==> config.mk <==
export PLATFORM = sky130hd
export DESIGN_NAME = rmt_mod
export DESIGN_NICKNAME = d
export VERILOG_FILES = /design/src/rtl/rmt_pkg.sv /design/src/rtl/rmt_mod.sv
export SDC_FILE = /design/constraint.sdc
export NUM_CORES = 1
export LEC_CHECK = 0
export BUFFER_PORTS_ARGS = -buffer_cell sky130_fd_sc_hd__buf_2
export CORE_MARGIN = 2
export CORE_UTILIZATION = 40
export CTS_CLUSTER_SIZE = 12
export DETAILED_ROUTE_END_ITERATION = 8
export GPL_TIMING_DRIVEN = 0
export HOLD_SLACK_MARGIN = 0.02
export PLACE_DENSITY = 0.67
export SYNTH_ARGS = -nofsm -noshare
export SYNTH_HDL_FRONTEND = slang
export SYNTH_SLANG_ARGS = --single-unit
==> constraint.sdc <==
create_clock -name clk -period 10.7 [get_ports clk]
set_input_delay 2.14 -clock clk [delete_from_list [all_inputs] [get_ports clk]]
set_output_delay 2.14 -clock clk [all_outputs]
set_load 0.01 [all_outputs]
==> src/rtl/rmt_pkg.sv <==
// Shared types and constants for the running median tracker.
package rmt_pkg;

    localparam int SAMPLE_W      = 31;
    localparam int SUM_W         = 16;
    localparam int MOD_STEPS     = 16;
    localparam int MOD_CNT_W     = 4;
    localparam logic [SUM_W-1:0] MODULUS_RESET = 16'd10000;

    // Command broadcast to every cell of one chain.
    typedef struct packed {
        logic                push;
        logic                pop;
        logic [SAMPLE_W-1:0] data;
    } rmt_cmd_t;

endpackage

==> src/rtl/rmt_mod.sv <==
// Iterative remainder unit: 32-bit value modulo a 16-bit modulus, two bits a cycle.
module rmt_mod
    import rmt_pkg::*;
(
    input  logic             clk,
    input  logic             rst_n,
    input  logic             start,
    input  logic [31:0]      dividend,
    input  logic [SUM_W-1:0] modulus,
    output logic             done,
    output logic [SUM_W-1:0] rem
);

    logic                 busy_reg;
    logic                 busy_next;
    logic                 done_reg;
    logic                 done_next;
    logic [MOD_CNT_W-1:0] cnt_reg;
    logic [MOD_CNT_W-1:0] cnt_next;
    logic [31:0]          quo_reg;
    logic [31:0]          quo_next;
    logic [SUM_W-1:0]     rem_reg;
    logic [SUM_W-1:0]     rem_next;
    logic [SUM_W:0]       mod_eff;
    logic [SUM_W:0]       t1;
    logic [SUM_W:0]       r1;
    logic [SUM_W:0]       t2;
    logic [SUM_W:0]       r2;

    // zero modulus acts as 2^16
    assign mod_eff = (modulus == '0) ? {1'b1, {SUM_W{1'b0}}} : {1'b0, modulus};

    always_comb
    begin
        t1 = {rem_reg, quo_reg[31]};
        r1 = (t1 >= mod_eff) ? (t1 - mod_eff) : t1;
        t2 = {r1[SUM_W-1:0], quo_reg[30]};
        r2 = (t2 >= mod_eff) ? (t2 - mod_eff) : t2;
    end

    always_comb
    begin
        busy_next = busy_reg;
        done_next = 1'b0;
        cnt_next  = cnt_reg;
        quo_next  = quo_reg;
        rem_next  = rem_reg;
        if (start)
        begin
            busy_next = 1'b1;
            cnt_next  = '0;
            quo_next  = dividend;
            rem_next  = '0;
        end
        else if (busy_reg)
        begin
            quo_next = {quo_reg[29:0], 2'b00};
            rem_next = r2[SUM_W-1:0];
            cnt_next = cnt_reg + 1'b1;
            if (cnt_reg == MOD_CNT_W'(MOD_STEPS - 1))
            begin
                busy_next = 1'b0;
                done_next = 1'b1;
            end
        end
    end

    always_ff @(posedge clk or negedge rst_n)
    begin
        if (!rst_n)
        begin
            busy_reg <= 1'b0;
            done_reg <= 1'b0;
            cnt_reg  <= '0;
        end
        else
        begin
            busy_reg <= busy_next;
            done_reg <= done_next;
            cnt_reg  <= cnt_next;
        end
    end

    always_ff @(posedge clk)
    begin
        quo_reg <= quo_next;
        rem_reg <= rem_next;
    end

    assign done = done_reg;
    assign rem  = rem_reg;

endmodule
Word level (Yosys, flattened, before mapping)
Cells that the tools add are included.
{ "word_totals": {"ff_bits": 54, "input_bits": 51, "output_inout_bits": 17, "elab_cells": 26} }
{ "op_classes": {"add_sub_neg": 3, "magnitude_cmp": 2, "eq_ne": 1, "n_mux": 13, "reduce_logical": 2} }
{ "ops": {"columns": ["operator", "n"], "rows": [
  ["32-bit two-way mux", 2],
  ["17-bit >= comparator", 2],
  ["16-bit two-way mux", 2],
  ["16-bit subtractor", 2],
  ["17-bit two-way mux", 1],
  ["16-bit zero test", 1],
  ["4-bit two-way mux", 2],
  ["1-bit two-way mux", 6],
  ["4-bit by 1-bit adder with 4-bit output (second input constant)", 1],
  ["4-bit == test (second input constant)", 1],
  ["2-bit nonzero test", 1]
]} }

Logic depth before layout (Yosys ltp)
{ "depth": {"ltp_word": 6, "ltp_mapped": 21} }

Worst setup path after synthesis
OpenSTA, ideal clock, no wires.
{ "synth_path": {"path_kind": "input -> register", "startpoint": "input port modulus[11]", "endpoint": "register rem_reg[4], in the netlist rem[4]", "setup_time_ns": 0.088, "t_arrival_ns": 6.234, "required_time_ns": 10.612, "setup_slack_ns": 4.378, "cell_stages": 20, "n_path_buf": 3, "cell_sequence": "nor4_1 nand4_1 ha_1 nand4_1 nor4_1 a311oi_2 o21ai_2 buf_6 mux2i_1 ha_1 nor2b_1 o31a_1 o41a_1 o2111ai_2 nand3_2 nand2_1 buf_4 buf_6 nand2_1 a311oi_2"} }
{ "synth_via": {"elab_chain_len": 6} }
{ "synth_rtl": {"columns": ["item", "line", "source"], "rows": [
  ["from (decl)", "rmt_mod.sv:9", "input logic [SUM_W-1:0] modulus,"],
  ["16-bit zero test", "rmt_mod.sv:31", "assign mod_eff = (modulus == '0) ? {1'b1, {SUM_W{1'b0}}} : {1'b0, modulus};"],
  ["17-bit two-way mux *", "rmt_mod.sv:31", null],
  ["16-bit subtractor / 17-bit >= comparator (equally long branches)", "rmt_mod.sv:36", "r1 = (t1 >= mod_eff) ? (t1 - mod_eff) : t1;"],
  ["16-bit two-way mux", "rmt_mod.sv:36", null],
  ["16-bit subtractor / 17-bit >= comparator (equally long branches)", "rmt_mod.sv:38", "r2 = (t2 >= mod_eff) ? (t2 - mod_eff) : t2;"],
  ["16-bit two-way mux *", "rmt_mod.sv:38", null],
  ["to (signal assigned)", "rmt_mod.sv:87", "rem_reg <= rem_next;"],
  ["to (decl)", "rmt_mod.sv:22", "logic [SUM_W-1:0] rem_reg;"]
]} }
Every way passes the cells marked *; elsewhere a longest branch is shown, timed or not.
A chain may end at the register's enable or synchronous reset.

Worst setup path in the final report
{ "layout_path": {"startpoint": "input port modulus[8]", "endpoint": "register rem_reg[8], in the netlist rem[8]"} }
Same word-level chain as after synthesis.

==> tab_implementation.tex <==
\begin{tabular}{lr}
\hline
Metric & Value \\
\hline
\multicolumn{2}{l}{\textbf{Status}} \\
Outcome & completed \\
\multicolumn{2}{l}{\textbf{Floorplan}} \\
Area of the die & 0.0113 mm2 \\
Count of boundary I/O pins & 68 \\
Placement Rows & 37 \\
Die Y-Extent & 106 um \\
Starting Density & 0.409 \\
Core ar. & 0.0102 mm2 \\
Die Width & 106 um \\
\multicolumn{2}{l}{\textbf{Routing}} \\
Total via count after detailed routing & 3549 \\
Number of search-and-repair iterations in the first detailed-routing pass & 4 \\
Overall routed net length & 10800 um \\
Antenna Violating Nets Remaining & 0 \\
Vias per std cell & 5.55 \\
Initial detailed-routing violation count & 198 \\
DR WL/cell & 16.9 um \\
Count of unresolved DRC violations after routing & 0 \\
\multicolumn{2}{l}{\textbf{Synthesis}} \\
Post-synth cell types & 52 \\
Share of synthesized cell area in and, or, nand and nor gates & 0.128 \\
Multiplexer share of the synthesized area & 0.138 \\
Post-synthesis average cell area & 9.75 um2 \\
Top-area cell type share of the netlist area & 0.230 \\
Most area-consuming cells after synthesis & sky130\_fd\_sc\_hd\_\_edfxtp\_1, sky130\_fd\_sc\_hd\_\_mux2\_2, sky130\_fd\_sc\_hd\_\_ha\_1, sky130\_fd\_sc\_hd\_\_dfxtp\_1, sky130\_fd\_sc\_hd\_\_xnor2\_1 \\
Flip-flop and latch count after synthesis & 54 \\
Compound-gate portion of the synthesized area & 0.176 \\
Number of instances in the synthesized netlist & 429 \\
Top flip-flop cell by instance count after synthesis & sky130\_fd\_sc\_hd\_\_edfxtp\_1 \\
Proportion of synthesized flip-flops having asynchronous set or reset & 0.111 \\
Area share of fa/ha/maj cells after synthesis & 0.114 \\
Cell type with the highest aggregate area in the netlist & sky130\_fd\_sc\_hd\_\_edfxtp\_1 \\
Warnings from Yosys & 0 \\
Dominant combinational cell family by area after synthesis & compound AO/OA/AOI/OAI gates \\
Share of synthesized area occupied by flip-flops and latches & 0.342 \\
Netlist area before placement & 0.00418 mm2 \\
Syn nets & 517 \\
Number of flops mapped to enable cells by yosys & 32 \\
Post-synthesis xor/xnor area fraction & 0.0523 \\
\multicolumn{2}{l}{\textbf{Worst setup path}} \\
Critical Path AT & 7.37 ns \\
Cell-by-cell trace of the critical path & buf\_2, nor4\_1, nand4\_1, ha\_1, nand4\_1, nor4\_1, a311oi\_2, o21ai\_2, buf\_6, mux2i\_1, ha\_1, nor2b\_1, o31a\_1, o41a\_1, o2111ai\_2, nand3\_2, nand2\_1, buf\_4, buf\_6, nand2\_1, a311oi\_1 \\
Slowest CP cell & sky130\_fd\_sc\_hd\_\_nor4\_1 \\
Slowest stage delay, CP & 0.50 ns \\
Data required time of the critical path & 10.92 ns \\
Worst-case register-to-register setup slack & 5.32 ns \\
Crit path max-delay family & simple AND/OR/NAND/NOR gates \\
Worst setup SP type & input port \\
Peak fanout along the critical path & 10 \\
Number of buffer and inverter stages on the critical path & 4 \\
Type of destination of the critical path & flop \\
Path type of the worst setup path & in -> reg \\
\multicolumn{2}{l}{\textbf{STA}} \\
Normalized max-slew margin & 0.507 \\
Post-route minimum period & 7.15 ns \\
Hold Violations, Final & 0 \\
Unrepaired setup endpoints after global routing & false \\
Least-Margin Pin Slew & 0.739 ns \\
Slew Viols, Final & 0 \\
Total negative slack & 0 ns \\
Final worst path period share & 0.668 \\
Maximum frequency from static timing analysis & 0.140 GHz \\
Hold slack final & 0.532 ns \\
Final worst clock skew & 0.0152 ns \\
Setup violations, final & 0 \\
\multicolumn{2}{l}{\textbf{Pwr}} \\
Worst vdd ir & 0.0949 mV \\
Power density over cell area & 251 mW/mm2 \\
Leak & 2.17 nW \\
\multicolumn{2}{l}{\textbf{GRT}} \\
Number of global-route vias before repair & 3567 \\
Overflow left after global routing & 0 \\
Met3 GRT Util & 0.0509 \\
Pin count of the biggest net entering global routing & 33 \\
Busiest layer in global routing & met2 \\
Fraction of met1 tracks used by global routing & 0.245 \\
Met2 track utilization from global routing & 0.313 \\
Number of antenna violations at the first check in global routing & 0 \\
Total GRT Usage & 0.195 \\
Wire length of the first global-routing pass & 17400 um \\
\multicolumn{2}{l}{\textbf{Placement}} \\
Port-buffer cells & 67 \\
Final HPWL from detailed placement & 8480 um \\
Final weighted congestion of routability-driven global placement & 0.898 \\
Placed cell count & 632 \\
\multicolumn{2}{l}{\textbf{Final layout}} \\
Net total in the final layout & 591 \\
Flip-flop count of the largest register, all copies and words added & 32 \\
Area overhead of the layout relative to synthesis & 14.3\% \\
Fraction of final layout cells with drive strength greater than 1 & 0.262 \\
Ant diodes & 0 \\
Non-filler instance count after layout & 640 \\
\multicolumn{2}{l}{\textbf{Clocking}} \\
Clock insertion delay at the later pin of the skew report & 0.32 ns \\
Root Driver & sky130\_fd\_sc\_hd\_\_clkbuf\_8 \\
Hold-fix buffers, CTS & 0 \\
Clock edge transition at the registers on the reported setup and hold paths & 0.12 ns \\
Clock tree from TritonCTS & yes \\
CTS sink cnt & 54 \\
Total of cells resized after clock tree synthesis & 0 \\
Total clock buffers created by CTS & 5 \\
Post-CTS setup repair buffer count & 0 \\
Maximum root-to-sink buffer count & 2 \\
H-tree levels & 2 \\
\multicolumn{2}{l}{\textbf{Worst hold path}} \\
Class of the tightest hold or removal check & reg -> reg \\
\multicolumn{2}{l}{\textbf{Flow run}} \\
Max\_cap viols & 0 \\
\hline
\end{tabular}
worst register-to-register path, stage by stage, from the launching register on:
cell and delay [ns]:
sky130_fd_sc_hd__edfxtp_1 0.38, sky130_fd_sc_hd__inv_1 0.08, sky130_fd_sc_hd__ha_1 0.17, sky130_fd_sc_hd__inv_1 0.05, sky130_fd_sc_hd__fa_1 0.40, sky130_fd_sc_hd__a21o_1 0.24, sky130_fd_sc_hd__a221oi_1 0.51, sky130_fd_sc_hd__o21ai_0 0.32
sky130_fd_sc_hd__o31ai_1 0.34, sky130_fd_sc_hd__a21boi_0 0.22, sky130_fd_sc_hd__mux2_2 0.20, sky130_fd_sc_hd__ha_1 0.26, sky130_fd_sc_hd__inv_1 0.11, sky130_fd_sc_hd__o21bai_1 0.13, sky130_fd_sc_hd__or4_1 0.52, sky130_fd_sc_hd__o2111ai_2 0.23
sky130_fd_sc_hd__nand3_2 0.26, sky130_fd_sc_hd__nand2_1 0.15, sky130_fd_sc_hd__buf_4 0.22, sky130_fd_sc_hd__buf_6 0.18, sky130_fd_sc_hd__nand2_1 0.07, sky130_fd_sc_hd__a311oi_1 0.23
cells in the final DEF, fill, tap and decap left out, drive strengths merged, types with 2 or more instances in the layout:
master / netlist / layout
buf: 4 / 71
mux2: 42 / 42
nor2: 38 / 38
ha: 35 / 35
edfxtp: 32 / 32
inv: 31 / 32
nand2: 23 / 23
a21oi: 20 / 20
clkbuf: 14 / 19
xnor2: 18 / 18
dfxtp: 16 / 16
o21ai: 16 / 16
nand3: 14 / 14
a21o: 13 / 13
a311oi: 12 / 12
mux2i: 9 / 9
o21a: 7 / 7
nor3: 7 / 7
xor2: 7 / 7
a211oi: 7 / 7
dfrtp: 6 / 6
nand4: 5 / 5
nor4: 5 / 5
and3: 4 / 4
a221oi: 4 / 4
o32ai: 4 / 4
nand2b: 3 / 3
o41a: 3 / 3
nor2b: 3 / 3
and2: 3 / 3
or3: 3 / 3
o21bai: 3 / 3
or2: 3 / 3
o31a: 2 / 2
a211o: 2 / 2
a31oi: 2 / 2
fa: 2 / 2
power breakdown:
group | total [mW] | leakage, nW | internal (mW) | switching [mW]
registers | 0.284 | 0.551 | 0.256 | 0.0277
clock network | 0.122 | 0.0447 | 0.0475 | 0.0742
logic | 0.795 | 1.58 | 0.354 | 0.440
worst paths after layout:
path	from	end	cells after the start
max	modulus[8]	rem[8]	21
min	rem[5]	rem[5]	2
max reg2reg	quo_reg[31]	rem[8]	21
min reg2reg	rem[5]	rem[5]	2
max in group asynchronous	rst_n	cnt_reg[1]	1
min in group asynchronous	rst_n	done	1
metrics by stage:
| stage | setup slack, ns | util | total power [mW] | cell area (um2) |
|---|---|---|---|---|
| finish | 3.55 | 0.468 | 1.20 | 4780 |
| global route | 3.18 | 0.468 | 1.29 | 4780 |
| CTS | 3.59 | 0.468 | 1.19 | 4780 |
| detailed placement | 3.26 | 0.458 | 1.07 | 4690 |
| global placement | 3.34 | 0.458 | 1.05 | 4690 |
| floorplan | 4.38 | - | 0.890 | 4180 |
area by class of cell:
class	instances	area (um2)
Multi-Input combinational cell	326	2550
Fill cell	1006	5450
Sequential cell	54	1430
Inverter	31	116
Clock buffer	5	68.8
Timing Repair Buffer	67	335
Clock inverter	3	25.0
Tap cell	136	170
Buffer	18	86.3
synth_stat cells (all sizes together) (13+ instances only):
cell type	instances
a21o	13
nand2	23
clkbuf	14
edfxtp	32
nor2	38
ha	35
mux2	42
inv	31
dfxtp	16
xnor2	18
nand3	14
o21ai	16
a21oi	20
cells by family (layout without fill, tap and decap cells):
family | count (synthesis) | in the layout
muxes | 51 | 51
AOI/OAI and AO/OA | 100 | 100
DFF | 54 | 54
xor gates and xnor gates | 25 | 25
and+or+nand+nor | 113 | 113
adders and majority gates | 37 | 37
buffers and inverters | 49 | 124
layer usage:
metal / vias up / part of all wire
met5: - / 0
met2: 129 / 0.46
met1: 1654 / 0.43
met3: 30 / 0.079
met4: 0 / 0.036
li1: 1736 / -
Note: power is estimated with default switching activity, not from simulation.
